--- src/hw/rtl/rwsm_pkg.sv ---
// Shared types, constants and helpers of the raycast wall span merger.
package rwsm_pkg;

    // Fraction bits of the distance input
    localparam int DIST_FRAC_BITS = 8;
    // Dividend width: screen height shifted by the fraction bits
    localparam int NUM_W = 12 + DIST_FRAC_BITS;
    localparam int CNT_W = $clog2(NUM_W + 1);
    localparam logic [14:0] H_MAX = 15'h7fff;

    // Configuration register indexes
    localparam logic [1:0] CFG_WIDTH   = 2'd0;
    localparam logic [1:0] CFG_HEIGHT  = 2'd1;
    localparam logic [1:0] CFG_OFFSET  = 2'd2;
    localparam logic [1:0] CFG_DEFTILE = 2'd3;

    typedef enum logic [2:0] {
        ST_IDLE,
        ST_PROC,
        ST_DIV_S,
        ST_WAIT_S,
        ST_DIV_E,
        ST_WAIT_E,
        ST_OUT
    } t_state;

    typedef struct packed {
        logic        start;
        logic [15:0] ray_len;
    } t_div_req;

    typedef struct packed {
        logic        done;
        logic [14:0] height;
    } t_div_rsp;

    // floor(c * 9 / 10) for X-facing walls; /10 as multiply by 6554 >> 16
    function automatic logic [7:0] scale_chan(input logic [7:0] c, input logic dim);
        logic [11:0] p;
        logic [23:0] m;
        p = 12'(c) * 12'd9;
        m = 24'(p) * 24'd6554;
        return dim ? m[23:16] : c;
    endfunction

endpackage

--- src/hw/rtl/rwsm_div.sv ---
// Iterative wall height unit: floor((H << frac) / dist), one quotient bit per cycle.
module rwsm_div (
    input  logic              i_clk,
    input  logic              i_rst_n,
    input  logic [11:0]       i_height,
    input  rwsm_pkg::t_div_req i_req,
    output rwsm_pkg::t_div_rsp o_rsp
);
    import rwsm_pkg::*;

    logic              r_busy;
    logic              r_done;
    logic [CNT_W-1:0]  r_cnt;
    logic [15:0]       r_rem;
    logic [15:0]       r_den;
    logic [NUM_W-1:0]  r_quo;
    logic [14:0]       r_h;

    logic [16:0]       rem_sh;
    logic              fits;
    logic [15:0]       n_rem;
    logic [NUM_W-1:0]  n_quo;
    logic [21:0]       h_zero;
    logic [14:0]       h_zero_sat;
    logic [14:0]       h_div_sat;

    // One restoring step
    always_comb begin
        rem_sh = {r_rem, r_quo[NUM_W-1]};
        fits   = rem_sh >= {1'b0, r_den};
        n_rem  = fits ? 16'(rem_sh - {1'b0, r_den}) : rem_sh[15:0];
        n_quo  = {r_quo[NUM_W-2:0], fits};
    end

    // Distance zero stands for 0.001: h = 1000 * H, saturated
    always_comb begin
        h_zero     = (22'(i_height) << 10) - (22'(i_height) << 4) - (22'(i_height) << 3);
        h_zero_sat = (|h_zero[21:15]) ? H_MAX : h_zero[14:0];
        h_div_sat  = (|n_quo[NUM_W-1:15]) ? H_MAX : n_quo[14:0];
    end

    // Control
    always_ff @(posedge i_clk) begin
        if (!i_rst_n) begin
            r_busy <= 1'b0;
            r_done <= 1'b0;
            r_cnt  <= '0;
        end else begin
            r_done <= 1'b0;
            if (i_req.start && !r_busy) begin
                if (i_req.ray_len == 16'd0) begin
                    r_done <= 1'b1;
                end else begin
                    r_busy <= 1'b1;
                    r_cnt  <= CNT_W'(NUM_W);
                end
            end else if (r_busy) begin
                r_cnt <= r_cnt - 1'b1;
                if (r_cnt == CNT_W'(1)) begin
                    r_busy <= 1'b0;
                    r_done <= 1'b1;
                end
            end
        end
    end

    // Datapath
    always_ff @(posedge i_clk) begin
        if (i_req.start && !r_busy) begin
            r_rem <= '0;
            r_den <= i_req.ray_len;
            r_quo <= {i_height, {DIST_FRAC_BITS{1'b0}}};
            r_h   <= h_zero_sat;
        end else if (r_busy) begin
            r_rem <= n_rem;
            r_quo <= n_quo;
            r_h   <= h_div_sat;
        end
    end

    assign o_rsp.done   = r_done;
    assign o_rsp.height = r_h;

endmodule

--- src/hw/rtl/raycast_wall_span_merger_unit.sv ---
// Top level of the raycast wall span merger: column state, merge sequencer, quad output.
// Takes one screen column per beat and emits up to two wall quads per column. A column
// that emits nothing is only held if it is the first of a frame, else it frees the input
// after its merge step. Each quad costs two wall heights from the shared serial divider,
// which skips its loop for distance zero, plus sequencing (merge step and output beat)
// and however long the quad waits for i_ready. The input is not ready while a column is
// in work. The divider computes one quotient bit per cycle.
module raycast_wall_span_merger_unit (
    input  logic               i_clk,
    input  logic               i_rst_n,
    // configuration
    input  logic               i_cfg_we,
    input  logic [1:0]         i_cfg_idx,
    input  logic [13:0]        i_cfg_data,
    // column input
    input  logic               i_valid,
    output logic               o_ready,
    input  logic [7:0]         i_tile_id,
    input  logic [1:0]         i_wall_dir,
    input  logic [15:0]        i_distance,
    input  logic [7:0]         i_hit_cell_x,
    input  logic [7:0]         i_hit_cell_y,
    input  logic [7:0]         i_red,
    input  logic [7:0]         i_green,
    input  logic [7:0]         i_blue,
    // quad output
    output logic               o_valid,
    input  logic               i_ready,
    output logic [11:0]        o_x_start,
    output logic [11:0]        o_x_end,
    output logic signed [15:0] o_start_top,
    output logic signed [15:0] o_start_bottom,
    output logic signed [15:0] o_end_top,
    output logic signed [15:0] o_end_bottom,
    output logic [7:0]         o_fill_red,
    output logic [7:0]         o_fill_green,
    output logic [7:0]         o_fill_blue,
    output logic               o_last_in_run
);
    import rwsm_pkg::*;

    t_state r_state, n_state;

    // configuration
    logic [12:0] r_width;
    logic [11:0] r_height;
    logic [13:0] r_offset;
    logic [7:0]  r_deftile;

    // frame state
    logic [11:0] r_col_cnt;
    logic [11:0] r_x;
    logic        r_is_last;
    logic        r_stage;

    // current and pending columns
    logic [7:0]  r_cur_tile, r_pend_tile;
    logic [1:0]  r_cur_dir, r_pend_dir;
    logic [15:0] r_cur_dist, r_pend_dist;
    logic [15:0] r_cur_cell, r_pend_cell;
    logic [23:0] r_cur_col, r_pend_col;

    // previous column and run start
    logic [7:0]  r_prev_tile;
    logic [1:0]  r_prev_dir;
    logic [15:0] r_prev_dist;
    logic [15:0] r_prev_cell;
    logic [23:0] r_prev_col;
    logic [7:0]  r_span_tile;
    logic [1:0]  r_span_dir;
    logic [15:0] r_span_dist;
    logic [11:0] r_span_x;

    // quad under construction
    logic [15:0] r_dist_s, r_dist_e;
    logic [14:0] r_hs;
    logic [11:0] r_q_xs, r_q_xe;
    logic [7:0]  r_q_r, r_q_g, r_q_b;
    logic        r_q_last;
    logic [15:0] r_st, r_sb, r_et, r_eb;

    t_div_req div_req;
    t_div_rsp div_rsp;

    logic        in_acc;
    logic        out_acc;
    logic [12:0] w_eff;
    logic        acc_last;

    // selected column for the merge step
    logic [7:0]  c_tile;
    logic [1:0]  c_dir;
    logic [15:0] c_dist;
    logic [15:0] c_cell;
    logic [23:0] c_col;
    logic [11:0] c_x;
    logic [7:0]  dx, dy;
    logic [8:0]  dsum;
    logic        jump, brk, absorb, emit;
    logic        more;
    logic [16:0] off17;
    logic [16:0] hs17, he17;

    assign in_acc  = i_valid && o_ready;
    assign out_acc = o_valid && i_ready;

    // clamp width to 1..4096 and find the last column
    always_comb begin
        if (r_width == 13'd0)
            w_eff = 13'd1;
        else if (r_width > 13'd4096)
            w_eff = 13'd4096;
        else
            w_eff = r_width;
        acc_last = {1'b0, r_col_cnt} >= (w_eff - 13'd1);
    end

    // merge decision for the held column (stage 0) or the last column (stage 1)
    always_comb begin
        c_tile = r_stage ? r_cur_tile : r_pend_tile;
        c_dir  = r_stage ? r_cur_dir  : r_pend_dir;
        c_dist = r_stage ? r_cur_dist : r_pend_dist;
        c_cell = r_stage ? r_cur_cell : r_pend_cell;
        c_col  = r_stage ? r_cur_col  : r_pend_col;
        c_x    = r_stage ? r_x : r_x - 12'd1;
        dx     = (c_cell[15:8] > r_prev_cell[15:8]) ? c_cell[15:8] - r_prev_cell[15:8]
                                                    : r_prev_cell[15:8] - c_cell[15:8];
        dy     = (c_cell[7:0] > r_prev_cell[7:0]) ? c_cell[7:0] - r_prev_cell[7:0]
                                                  : r_prev_cell[7:0] - c_cell[7:0];
        dsum   = {1'b0, dx} + {1'b0, dy};
        jump   = dsum > 9'd1;
        brk    = (c_tile != r_span_tile) || (c_dir != r_span_dir) || r_stage || jump;
        absorb = brk && (r_prev_tile == r_cur_tile) && (r_prev_dir == r_cur_dir)
                 && !r_stage && !jump;
        emit   = brk && !absorb;
        more   = !r_stage && r_is_last;
    end

    // next state
    always_comb begin
        n_state = r_state;
        unique case (r_state)
            ST_IDLE: begin
                if (in_acc && (r_col_cnt != 12'd0 || acc_last))
                    n_state = ST_PROC;
            end
            ST_PROC: begin
                if (emit)
                    n_state = ST_DIV_S;
                else if (more)
                    n_state = ST_PROC;
                else
                    n_state = ST_IDLE;
            end
            ST_DIV_S:  n_state = ST_WAIT_S;
            ST_WAIT_S: if (div_rsp.done) n_state = ST_DIV_E;
            ST_DIV_E:  n_state = ST_WAIT_E;
            ST_WAIT_E: if (div_rsp.done) n_state = ST_OUT;
            ST_OUT: begin
                if (out_acc)
                    n_state = more ? ST_PROC : ST_IDLE;
            end
            default:   n_state = ST_IDLE;
        endcase
    end

    // handshake and divider control
    always_comb begin
        o_ready         = 1'b0;
        o_valid         = 1'b0;
        div_req.start   = 1'b0;
        div_req.ray_len = r_dist_s;
        unique case (r_state)
            ST_IDLE:  o_ready = 1'b1;
            ST_DIV_S: div_req.start = 1'b1;
            ST_DIV_E: begin
                div_req.start   = 1'b1;
                div_req.ray_len = r_dist_e;
            end
            ST_OUT:   o_valid = 1'b1;
            default:  ;
        endcase
    end

    rwsm_div u_div (
        .i_clk    (i_clk),
        .i_rst_n  (i_rst_n),
        .i_height (r_height),
        .i_req    (div_req),
        .o_rsp    (div_rsp)
    );

    // control registers and state that the reset defines
    always_ff @(posedge i_clk) begin
        if (!i_rst_n) begin
            r_state     <= ST_IDLE;
            r_width     <= 13'd640;
            r_height    <= 12'd480;
            r_offset    <= 14'd240;
            r_deftile   <= 8'd0;
            r_col_cnt   <= '0;
            r_stage     <= 1'b0;
            r_is_last   <= 1'b0;
            r_prev_tile <= 8'd0;
            r_prev_dir  <= '0;
            r_prev_dist <= '0;
            r_prev_cell <= '0;
            r_prev_col  <= '0;
            r_span_tile <= 8'd0;
            r_span_dir  <= '0;
            r_span_dist <= '0;
            r_span_x    <= '0;
        end else begin
            r_state <= n_state;
            if (i_cfg_we) begin
                unique case (i_cfg_idx)
                    CFG_WIDTH:   r_width   <= i_cfg_data[12:0];
                    CFG_HEIGHT:  r_height  <= i_cfg_data[11:0];
                    CFG_OFFSET:  r_offset  <= i_cfg_data;
                    CFG_DEFTILE: r_deftile <= i_cfg_data[7:0];
                endcase
            end
            // column accept: frame start reload, count advance
            if (r_state == ST_IDLE && in_acc) begin
                r_is_last <= acc_last;
                r_stage   <= (r_col_cnt == 12'd0);
                r_col_cnt <= acc_last ? 12'd0 : r_col_cnt + 12'd1;
                if (r_col_cnt == 12'd0) begin
                    r_prev_tile <= r_deftile;
                    r_prev_dir  <= '0;
                    r_prev_dist <= '0;
                    r_prev_cell <= '0;
                    r_prev_col  <= '0;
                    r_span_tile <= r_deftile;
                    r_span_dir  <= '0;
                    r_span_dist <= '0;
                    r_span_x    <= '0;
                end
            end
            // merge step: an absorbed column keeps the previous column as is
            if (r_state == ST_PROC) begin
                if (!absorb) begin
                    r_prev_tile <= c_tile;
                    r_prev_dir  <= c_dir;
                    r_prev_dist <= c_dist;
                    r_prev_cell <= c_cell;
                    r_prev_col  <= c_col;
                end
                if (emit) begin
                    r_span_tile <= c_tile;
                    r_span_dir  <= c_dir;
                    r_span_dist <= c_dist;
                    r_span_x    <= c_x;
                end else if (more) begin
                    r_stage <= 1'b1;
                end
            end
            if (r_state == ST_OUT && out_acc && more)
                r_stage <= 1'b1;
        end
    end

    // payload registers
    always_ff @(posedge i_clk) begin
        if (r_state == ST_IDLE && in_acc) begin
            r_x        <= r_col_cnt;
            r_cur_tile <= i_tile_id;
            r_cur_dir  <= i_wall_dir;
            r_cur_dist <= i_distance;
            r_cur_cell <= {i_hit_cell_x, i_hit_cell_y};
            r_cur_col  <= {i_red, i_green, i_blue};
            // first column of a frame that is not also its last is only held
            if (r_col_cnt == 12'd0 && !acc_last) begin
                r_pend_tile <= i_tile_id;
                r_pend_dir  <= i_wall_dir;
                r_pend_dist <= i_distance;
                r_pend_cell <= {i_hit_cell_x, i_hit_cell_y};
                r_pend_col  <= {i_red, i_green, i_blue};
            end
        end
        // hold the column for the next step once this step is done
        if ((r_state == ST_PROC && !emit && !more)
            || (r_state == ST_OUT && out_acc && !more)) begin
            r_pend_tile <= r_cur_tile;
            r_pend_dir  <= r_cur_dir;
            r_pend_dist <= r_cur_dist;
            r_pend_cell <= r_cur_cell;
            r_pend_col  <= r_cur_col;
        end
        // quad snapshot from run start and previous column
        if (r_state == ST_PROC && emit) begin
            r_dist_s <= r_span_dist;
            r_dist_e <= r_prev_dist;
            r_q_xs   <= r_span_x;
            r_q_xe   <= c_x;
            r_q_r    <= scale_chan(r_prev_col[23:16], r_prev_dir < 2'd2);
            r_q_g    <= scale_chan(r_prev_col[15:8], r_prev_dir < 2'd2);
            r_q_b    <= scale_chan(r_prev_col[7:0], r_prev_dir < 2'd2);
            r_q_last <= !more;
        end
        if (r_state == ST_WAIT_S && div_rsp.done)
            r_hs <= div_rsp.height;
        if (r_state == ST_WAIT_E && div_rsp.done) begin
            r_st <= 16'(off17 - hs17);
            r_sb <= 16'(off17 + hs17);
            r_et <= 16'(off17 - he17);
            r_eb <= 16'(off17 + he17);
        end
    end

    // top and bottom around the view offset
    always_comb begin
        off17 = {{3{r_offset[13]}}, r_offset};
        hs17  = {3'b000, r_hs[14:1]};
        he17  = {3'b000, div_rsp.height[14:1]};
    end

    assign o_x_start      = r_q_xs;
    assign o_x_end        = r_q_xe;
    assign o_start_top    = r_st;
    assign o_start_bottom = r_sb;
    assign o_end_top      = r_et;
    assign o_end_bottom   = r_eb;
    assign o_fill_red     = r_q_r;
    assign o_fill_green   = r_q_g;
    assign o_fill_blue    = r_q_b;
    assign o_last_in_run  = r_q_last;

endmodule

--- config.mk ---
export PLATFORM = sky130hd
export DESIGN_NAME = raycast_wall_span_merger_unit
export DESIGN_NICKNAME = d
export VERILOG_FILES = /design/src/hw/rtl/rwsm_pkg.sv /design/src/hw/rtl/rwsm_div.sv /design/src/hw/rtl/raycast_wall_span_merger_unit.sv
export SDC_FILE = /design/constraint.sdc
export NUM_CORES = 1
export LEC_CHECK = 0
export BUFFER_PORTS_ARGS = -buffer_cell sky130_fd_sc_hd__buf_2
export CAP_MARGIN = 20
export CORE_ASPECT_RATIO = 1.2
export CORE_MARGIN = 2
export CORE_UTILIZATION = 60
export CTS_CLUSTER_SIZE = 20
export DETAILED_ROUTE_END_ITERATION = 7
export GPL_ROUTABILITY_DRIVEN = 0
export PLACE_DENSITY = 0.86
export SETUP_SLACK_MARGIN = 0.2
export SLEW_MARGIN = 5
export SYNTH_ARGS = -nofsm -noshare
export SYNTH_HDL_FRONTEND = slang
export SYNTH_SLANG_ARGS = --single-unit
--- constraint.sdc ---
create_clock -name i_clk -period 12.7 [get_ports i_clk]
set_input_delay 0.635 -clock i_clk [delete_from_list [all_inputs] [get_ports i_clk]]
set_output_delay 0.635 -clock i_clk [all_outputs]
set_load 0.03 [all_outputs]
### Word level (Yosys, flattened, before mapping)

Index checks and enable logic that the tools add are counted.

| storage, ports and cells | value |
|---|---|
| bits in registers | 546 |
| word-level logic and storage cells | 247 |
| output and inout port bits | 115 |
| input bits | 87 |

| operators by class | value |
|---|---|
| reduce and logical (&&, ||, !) cells | 51 |
| equal/unequal tests | 19 |
| add/subtract/negate cells | 16 |
| multiply operators | 6 |
| $lt $le $gt $ge | 7 |
| multiplexer cells | 99 |

Operators by type and width:

| kind | number |
|---|---|
| two-way mux 16 bit | 22 |
| two-way mux 24 bit | 8 |
| two-way mux 8 bit | 17 |
| two-way mux 12 bit | 6 |
| multiplier 12 x 12 -> 23 bit, second input constant | 3 |
| two-way mux 15 bit | 4 |
| two-way mux 20 bit | 2 |
| multiplier 8 x 4 -> 12 bit, second input constant | 3 |
| adder 14 x 15 -> 16 bit | 2 |
| subtractor 14 x 15 -> 16 bit | 2 |
| subtractor 8 bit | 4 |
| two-way mux 13 bit | 2 |
| two-way mux 2 bit | 13 |
| subtractor 22 x 15 -> 22 bit | 1 |
| subtractor 22 x 16 -> 22 bit | 1 |
| case mux 3 bit (7 select lines) | 1 |
| logical AND 1 bit | 20 |
| greater-or-equal comparator 17 x 16 -> 1 bit | 1 |
| two-way mux 1 bit | 17 |
| greater-than comparator 8 bit | 2 |
| logical NOT 16 bit | 1 |
| subtractor 16 bit | 1 |
| two-way mux 5 bit | 3 |
| greater-or-equal comparator 12 x 13 -> 1 bit | 1 |
| 34 further kinds | 61 |

### Longest topological paths before layout

Gate-level depths: netlist of run 1.

| depth | value |
|---|---|
| depth after elaboration | 18 |
| mapped depth | 29 |
| gate-level depth less buffers | 25 |

### By module

From an unflattened synthesis of run 1, not the netlist that was laid out.

| second synthesis, totals | value |
|---|---|
| cell total of the unflattened synthesis | 3272 |
| area, all modules | 35328.9 sq um |

By module, submodules not included:

| module | seq. area each (sq um) | times used | cells each | area an instance (sq um) |
|---|---|---|---|---|
| raycast_wall_span_merger_unit | 12401.9 | 1 | 2731 | 30335.3 |
| rwsm_div | 1911.8 | 1 | 541 | 4993.5 |

### Least setup slack after synthesis of run 1

OpenSTA, ideal clock, no wires.

| timing path | value |
|---|---|
| kind | register to register |
| from | register r_stage |
| to | register r_q_b[0] (netlist: o_fill_blue[0]) (enable) |
| arrival time | 7.704 ns |
| setup slack | 4.519 ns |
| cell stages (with the launch flop) | 27 |
| path through | dfxtp_1 -> buf_2 -> clkbuf_1 -> buf_1 -> mux2_2 -> inv_1 -> ha_1 -> inv_1 -> fa_1 -> a211oi_1 -> o21ai_0 -> a211oi_1 -> nor2_1 -> buf_1 -> mux2i_1 -> a21oi_1 -> nor2_1 -> xnor2_1 -> ha_1 -> a21o_1 -> a21o_1 -> o2111ai_1 -> o311a_1 -> a2111o_1 -> o21ai_1 -> inv_2 -> clkbuf_1 |

| between the ends | value |
|---|---|
| longest elaborated chain between the ends | 13 |

RTL lines:

| item | line | RTL |
|---|---|---|
| from (decl) | raycast_wall_span_merger_unit.sv:54 | `logic r_stage;` |
| from (signal assigned) | raycast_wall_span_merger_unit.sv:226 | `r_stage <= (r_col_cnt == 12'd0);` |
| two-way mux 16 bit | raycast_wall_span_merger_unit.sv:123 | `c_cell = r_stage ? r_cur_cell : r_pend_cell;` |
| subtractor 8 bit (tied with other cells) | raycast_wall_span_merger_unit.sv:127 | `: r_prev_cell[15:8] - c_cell[15:8];` |
| two-way mux 8 bit, on equally long branches | raycast_wall_span_merger_unit.sv:126, raycast_wall_span_merger_unit.sv:128 |  |
| adder 8 x 8 -> 9 bit | raycast_wall_span_merger_unit.sv:130 | `dsum = {1'b0, dx} + {1'b0, dy};` |
| greater-than comparator 9 x 1 -> 1 bit | raycast_wall_span_merger_unit.sv:131 | `jump = dsum > 9'd1;` |
| logical OR 1 bit | raycast_wall_span_merger_unit.sv:132 | `brk = (c_tile != r_span_tile) \|\| (c_dir != r_span_dir) \|\| r_stage \|\| jump;` |
| logical AND 1 bit (2 in series) | raycast_wall_span_merger_unit.sv:133 | `absorb = brk && (r_prev_tile == r_cur_tile) && (r_prev_dir == r_cur_dir)` |
| logical AND 1 bit (2 in series) | raycast_wall_span_merger_unit.sv:134 | `&& !r_stage && !jump;` |
| logical NOT 1 bit | -- |  |
| logical AND 1 bit (*) | raycast_wall_span_merger_unit.sv:135 | `emit = brk && !absorb;` |
| logical AND 1 bit (*) | raycast_wall_span_merger_unit.sv:291 | `if (r_state == ST_PROC && emit) begin` |
| to (signal assigned) | raycast_wall_span_merger_unit.sv:298 | `r_q_b <= scale_chan(r_prev_col[7:0], r_prev_dir < 2'd2);` |
| to (decl) | raycast_wall_span_merger_unit.sv:78 | `logic [7:0] r_q_r, r_q_g, r_q_b;` |

Every way passes the cells marked *; elsewhere a longest branch is shown, timed or not.
A chain may end at the register's enable or synchronous reset.

### Worst setup path after layout of run 1

| timing path | value |
|---|---|
| from | register r_stage |
| to | register r_pend_dist[4] (enable) |

| between the ends | value |
|---|---|
| longest elaborated chain between the ends | 18 |

RTL lines:

| item | line | RTL |
|---|---|---|
| two-way mux 16 bit | raycast_wall_span_merger_unit.sv:123 |  |
| subtractor 8 bit (tied with other cells) | raycast_wall_span_merger_unit.sv:127 |  |
| two-way mux 8 bit, on equally long branches | raycast_wall_span_merger_unit.sv:126, raycast_wall_span_merger_unit.sv:128 |  |
| adder 8 x 8 -> 9 bit | raycast_wall_span_merger_unit.sv:130 |  |
| greater-than comparator 9 x 1 -> 1 bit | raycast_wall_span_merger_unit.sv:131 |  |
| logical OR 1 bit | raycast_wall_span_merger_unit.sv:132 |  |
| logical AND 1 bit (2 in series) | raycast_wall_span_merger_unit.sv:133 |  |
| logical AND 1 bit (2 in series) | raycast_wall_span_merger_unit.sv:134 |  |
| logical NOT 1 bit | -- |  |
| logical AND 1 bit | raycast_wall_span_merger_unit.sv:135 |  |
| logical NOT 1 bit | raycast_wall_span_merger_unit.sv:282 | `if ((r_state == ST_PROC && !emit && !more)` |
| logical AND 1 bit (2 in series) | raycast_wall_span_merger_unit.sv:282 |  |
| logical OR 1 bit (*) | raycast_wall_span_merger_unit.sv:283 | `\|\| (r_state == ST_OUT && out_acc && !more)) begin` |
| nonzero test 2 bit (no source line) | -- |  |
| AND reduction 2 bit (no source line) (*) | -- |  |
| to (signal assigned) | raycast_wall_span_merger_unit.sv:276 | `r_pend_dist <= i_distance;` |
| to (signal assigned) | raycast_wall_span_merger_unit.sv:286 | `r_pend_dist <= r_cur_dist;` |
| to (decl) | raycast_wall_span_merger_unit.sv:59 | `logic [15:0] r_cur_dist, r_pend_dist;` |

Marked as above.

==> flow_summary_export.csv, run 1 <==
group,metric,value,unit
die,start_util,60.8,%
setup_path,crit_required,12.93,ns
placement,placed_area,36400,sq um
synthesis,synthTopCellsByArea,"edfxtp_1 30%, ha_1 15%, dfxtp_1 11%",
synthesis,synth_ff_type,"edfxtp_1",
power,internal_power,3.93,mW
synthesis,synthTopCellsByCount,"429 x ha_1, 343 x edfxtp_1, 266 x inv_1",
synthesis,yosysWarnings,0,
clocking,cts_setup_buffers,0,
setup_path,cp_num_buf_inv,2,
power,power,6.07,mW
final_layout,syn_to_final_growth,9.87,%
setup_path,cp.arrival,8.13,ns
synthesis,ys_ff_latch,542,
sta,rsz0062_at_grt,"false",
placement,port_buffers,201,
sta,fin_crit_sh,62.2,%
min_path,hold_class,"in -> reg",
clocking,path_clk_slew,0.06,ns
grt,grt_pass1_wl,123000,microns
setup_path,crit_family,"simple AND/OR/NAND/NOR gates",
synthesis,yosys.area.top_type,"edfxtp_1",
power,switchingPower,2.14,mW
final_layout,post-route-util,66.8,%
setup_path,crit_path_max_fanout,67,
outcome,status,"completed",
final_layout,antenna_cells,0,
power,pwr-share-comb,36.2,%
power,power_frac_clock,26.8,%
final_layout,drive_above_1_share,14.0,%
synthesis,synth-edff-count,343,
setup_path,cp-start-kind,"flop",
clocking,cts-resized-gates,0,
die,io-pin-count,202,
setup_path,max_stage_delay,0.83,ns
sta,fmax,127,MHz
setup_path,path_cells,"buf_4 -> mux2_2 -> ha_1 -> o21ai_0 -> o21ai_0 -> a31oi_1 -> nor2_1 -> mux2_2 -> nor4_1 -> nor3_1 -> xnor2_1 -> ha_1 -> a21oi_1 -> nor2_1 -> or4_1 -> a2111o_1 -> nor3b_2 -> o21ai_4 -> buf_4 -> nand2_4",
placement,hpwl,55900,microns
setup_path,end_kind,"flop",
routing,wirelength,76500,microns
grt,overflow,0,
routing,drt_iter0_drc,1712,
grt,grt_max_degree,90,
routing,dr.pass1.iters,5,
sta,holdWs,0.208,ns
routing,vias,24700,
setup_path,worstSetupPathType,"reg -> reg",
power,vdd_drop_max,0.000162,V
sta,final.setup_skew,0.0343,ns
clocking,clock_latency,0.62,ns
job,max-cap-violations,0,
synthesis,ys_seq_area_share,41.0,%
synthesis,yosysMostFrequentCell,"ha_1",
routing,drc,0,
final_layout,final_nets,4006,
die,die_h,268,microns
grt,grt_pass1_vias,25000,
sta,setup_viol,0,
sta,fin_crit,7.89,ns
routing,avgViaCountPerCell,5.96,
grt,antenna_found_initial,2,
synthesis,syn_area,34800,sq um
setup_path,slowest_stage,"nand2_4",
routing,avgRoutedWirePerCell,18.5,microns
routing,antenna_left,0,
clocking,cts_hold_buf,0,
synthesis,synth_top_cell_area_share,29.6,%
sta,hold_viol_final,0,
clocking,numCtsBuffers,53,
die,core_area,57300,sq um
sta,slew_headroom,28.3,%
synthesis,syn_nets,3851,
die,row_count,96,
die,dieArea,60000,sq um
sta,drv_slew,0,
power,swShare,35.2,%
synthesis,async_reset_ff_share,0,%
power,powerDensity,159,nW/um^2
synthesis,postSynthAreaPerCell,10.9,sq um
clocking,cts_tree,"done",
synthesis,synthCells,3203,
clocking,cts.path.max_buffers,3,
final_layout,fin_area,38300,sq um
clocking,htreeDepth,2,
power,power.share.sequential,37.0,%
clocking,cts_num_sinks,542,
synthesis,ys_types,78,
sta,tns,0,ns
die,die_x,224,microns
grt,track_usage,25.4,%
sta,tightest_slew,1.07,ns
power,p_leak,17.0,nW
clocking,clockRootBuffer,"clkbuf_16",
## flip-flops by register name, summed over array words and instances (netlist names), 13 cells and up
register	flops
r_dist_e	16
o_start_bottom	15
r_prev_dist	16
r_width	13
o_end_top	16
o_start_top	16
r_cur_cell	16
r_cur_col	24
r_pend_dist	16
r_pend_cell	16
o_end_bottom	15
r_pend_col	24
r_cur_dist	16
r_dist_s	16
u_div.r_h	14
u_div.r_rem	16
u_div.r_quo	20
r_span_dist	16
u_div.r_den	16
r_prev_col	24
r_prev_cell	16
r_offset	14
r_hs	14
## worst reg2reg max path, delay by kind of cell, from the launching register on
| kind | cells | cell delay [ns] |
|---|---|---|
| flops | 1 | 0.62 |
| buf+inv | 2 | 1.13 |
| simple gates | 7 | 2.66 |
| mux | 2 | 0.87 |
| xor+xnor | 1 | 0.16 |
| fa+ha+maj | 2 | 0.77 |
| compound gates | 6 | 1.22 |
## power groups by stage
stage / Sequential (mW) / Combinational, mW / Clock (mW)
4_1_cts: 2.25 / 2.19 / 1.65
5_1_grt: 2.27 / 2.47 / 1.72
2_1_floorplan: 2.29 / 1.62 / 0
6_report: 2.25 / 2.20 / 1.63
3_5_place_dp: 2.28 / 2.17 / 0
3_3_place_gp: 2.27 / 2.07 / 0
## layout by cell type, fill, tap and decap left out, drive strengths merged, types with 32 or more instances in the layout
cell type	count
o21ai	142
clkbuf	74
nor2	104
xnor2	106
mux2i	69
nand2	254
edfxtp	343
a21oi	172
buf	221
a21o	32
dfxtp	199
xor2	68
nand3	119
nand4	36
mux2	123
fa	132
nor3	72
inv	272
ha	429
## final timing paths
check | start | to | slack [ns] | depth (start not counted)
worst max-delay path | r_stage$_SDFF_PN0_ | r_pend_dist[4]$_DFFE_PP_ | 4.81 | 20
worst min-delay path | i_distance[11] | r_cur_dist[11]$_DFFE_PP_ | 0.21 | 1
worst max register to register | r_stage$_SDFF_PN0_ | r_pend_dist[4]$_DFFE_PP_ | 4.81 | 20
worst min register to register | r_prev_dist[14]$_SDFF_PN0_ | r_dist_e[14]$_DFFE_PP_ | 0.42 | 0
## final cells by class
type | instances | area (sq um)
fillers | 4154 | 19000
flip-flops and latches | 542 | 14300
well taps | 735 | 920
multi-input cells | 2272 | 19100
clock buffers | 74 | 1530
inverters | 268 | 1010
clock inverters | 26 | 283
repair buffers | 221 | 1180
## layer usage
metal | track usage [%] | vias to the layer above | part of all wire [%]
met1 | 30.3 | 12000 | 41
li1 | - | 11800 | -
met3 | 2.98 | 186 | 4.8
met4 | 11.6 | 2 | 4.2
met5 | 0 | - | 0.018
met2 | 46.1 | 692 | 50
## logic make-up after synthesis
group	Yosys count	synth area share (%)
adder cells (fa/ha/maj)	561	23.0
XOR/XNOR	174	4.37
AND/OR/NAND/NOR	775	11.0
multiplexers	192	5.96
AO/OA/AOI/OAI	570	10.3
flip-flops	542	41.0
buffers and inverters	389	4.41
## through the flow
stage	setup WS, ns	std cells
2_1_floorplan	4.52	3203
3_3_place_gp	4.88	4037
3_5_place_dp	4.74	4037
4_1_cts	4.73	4137
5_1_grt	4.29	4138
6_report	4.81	4138
(Power assumes the default switching activity.)
==> run 2: changes to the inputs <==
CORE_UTILIZATION = 56   (was 60)
PLACE_DENSITY = 0.84   (was 0.86)
clock period = 7.2 ns   (was 12.7 ns; I/O delays follow)
==> run 2 against run 1 <==
Compared with the run above: critical path type unchanged; total power rose by 77%; highest routed layer unchanged; design area rose by 2.5%; clock-buffer cell count fell by 13; largest power group unchanged; register-to-register slack got worse by 4.2 ns; wire length rose by 0.18%; die area rose by 7.0%; utilization fell by 3.3 points.
==> flow_summary_export.csv, run 2 (same netlist as run 1, synthesis figures left out) <==
group,metric,value,unit
routing,vias,24900,
setup_path,crit_path_max_fanout,9,
clocking,cts.path.max_buffers,3,
grt,grt_pass1_vias,25000,
power,vdd_drop_max,0.000199,V
final_layout,top_regs,"r_cur_col x24, r_pend_col x24, r_prev_col x24",
sta,fin_crit_sh,92.1,%
die,io-pin-count,202,
setup_path,reg2regPathDepth,22,
routing,avgViaCountPerCell,5.79,
clocking,cts_num_sinks,542,
final_layout,final_common_cell,"ha_1",
sta,tns,0,ns
die,die_h,277,microns
power,p_leak,17.4,nW
grt,track_usage,23.7,%
setup_path,cp-start-kind,"flop",
setup_path,cp.arrival,6.98,ns
grt,antenna_found_initial,2,
final_layout,final_cell_mix,"429 x ha_1, 343 x edfxtp_1, 265 x inv_1",
routing,antenna_left,0,
min_path,hold_class,"in -> reg",
final_layout,final_nets,4091,
clocking,path_clk_slew,0.07,ns
final_layout,drive_above_1_share,14.4,%
die,dieArea,64200,sq um
power,power_frac_clock,26.9,%
power,pwr-share-comb,36.5,%
sta,fmax,151,MHz
clocking,numCtsBuffers,53,
clocking,clock_latency,0.63,ns
setup_path,crit_required,7.55,ns
setup_path,end_kind,"flop",
placement,port_buffers,201,
routing,drt_iter0_drc,1606,
die,core_area,61800,sq um
routing,dr_wl_met2,39000,microns
sta,slew_headroom,31.6,%
setup_path,worstSetupPathType,"reg -> reg",
final_layout,n_fill_cell,4680,
die,row_count,100,
die,start_util,56.4,%
final_layout,syn_to_final_growth,12.7,%
sta,rsz0062_at_grt,"false",
power,powerDensity,275,nW/um^2
sta,final.setup_skew,0.0272,ns
sta,hold_viol_final,0,
sta,fin_crit,6.63,ns
grt,grt_pass1_wl,124000,microns
placement,placed_cells,4135,
outcome,status,"completed",
power,switchingPower,3.79,mW
sta,drv_slew,0,
routing,met1_length,31800,microns
clocking,htreeDepth,2,
clocking,cts_tree,"done",
power,swShare,35.1,%
placement,hpwl,55100,microns
clocking,clockRootBuffer,"clkbuf_16",
routing,avgRoutedWirePerCell,17.8,microns
grt,grt_max_degree,76,
die,die_x,232,microns
sta,setup_viol,0,
min_path,hold_path_depth,3,
routing,wl_met3,3680,microns
grt,overflow,0,
routing,drc,0,
routing,wirelength,76600,microns
routing,dr.pass1.iters,5,
final_layout,finalNonFillerCells,4304,
job,max-cap-violations,0,
routing,top_layer_used,"met5",
power,power.share.sequential,36.6,%
power,internal_power,6.99,mW
sta,tightest_slew,1.02,ns
## run 2: cell types whose count changed in the layout (fill, tap and decap cells not counted), moves of 3 or more
cell / change
clkbuf_8: -7
buf_12: +3
clkbuf_1: -6
dlygate4sd3_1: +68
clkinvlp_4: +4
clkinv_2: +4
buf_4: +13
## run 2: repair_timing
action | 4_1_cts | 5_1_grt
resized for setup | 0 | 6
setup buffers | 0 | 1
hold buffers | 68 | 0
setup endpoints to repair | 0 | 190
hold endpoints to repair | 69 | 0
## run 2: through the flow
stage / power [mW] / area, sq um / setup WS [ns] / util, % / hold slack [ns]
after floorplan: 6.89 / 34900 / 0.341 / - / 0.408
after global placement: 7.70 / 36700 / 0.736 / 59.4 / 0.411
after detailed placement: 7.87 / 36700 / 0.510 / 59.4 / 0.414
after CTS: 10.8 / 39200 / 0.531 / 63.5 / 0.0125
after global routing: 11.5 / 39300 / 0.197 / 63.5 / 0.0451
final: 10.8 / 39300 / 0.571 / 63.5 / 0.0544
## run 2: final timing paths
check                             start                        to  slack, ns
min                       i_cfg_data[2]  r_height[2]$_SDFFE_PN0P_       0.05
max reg2reg    r_prev_col[0]$_SDFF_PN0_  o_fill_blue[7]$_DFFE_PP_       0.57
max            r_prev_col[0]$_SDFF_PN0_  o_fill_blue[7]$_DFFE_PP_       0.57
min reg2reg  r_prev_dist[15]$_SDFF_PN0_    r_dist_e[15]$_DFFE_PP_       0.42
## run 2: layout make-up
class	instances	area, sq um	share of cell area, %
multi-input cells	2272	19100	48.6
flip-flops and latches	542	14300	36.4
repair buffers	306	2010	5.13
clock buffers	61	1410	3.59
well taps	816	1020	2.60
inverters	268	1010	2.58
clock inverters	38	423	1.08
diodes	1	2.50	0.00637
## run 2: power groups by stage
stage          Clock, mW  Combinational (mW)  Sequential, mW
6_report            2.90                3.94            3.94
5_1_grt             3.06                4.44            3.98
4_1_cts             2.94                3.93            3.95
3_5_place_dp           0                3.86            4.01
3_3_place_gp           0                3.71            3.99
2_1_floorplan          0                2.87            4.03
## run 2: per-layer routing
| layer | vias to the layer above | global-route usage (%) |
|---|---|---|
| li1 | 12000 | - |
| met1 | 12100 | 29.7 |
| met2 | 683 | 42.7 |
| met3 | 144 | 2.96 |
| met4 | 2 | 7.00 |
| met5 | - | 0 |
## run 2: critical path, cell delays in order (launching register included)
cell      delay [ns]
dfxtp_1         0.52
ha_1            0.21
ha_1            0.17
inv_1           0.06
fa_1            0.39
inv_1           0.07
a21oi_1         0.06
o21ai_0         0.28
xor2_1          0.25
ha_1            0.32
fa_1            0.52
fa_1            0.51
fa_1            0.52
fa_1            0.49
ha_1            0.35
a21o_1          0.17
a21o_1          0.18
a22o_1          0.22
a211o_1         0.31
a31o_2          0.30
a211oi_1        0.26
xnor2_1         0.15
o21ai_0         0.08
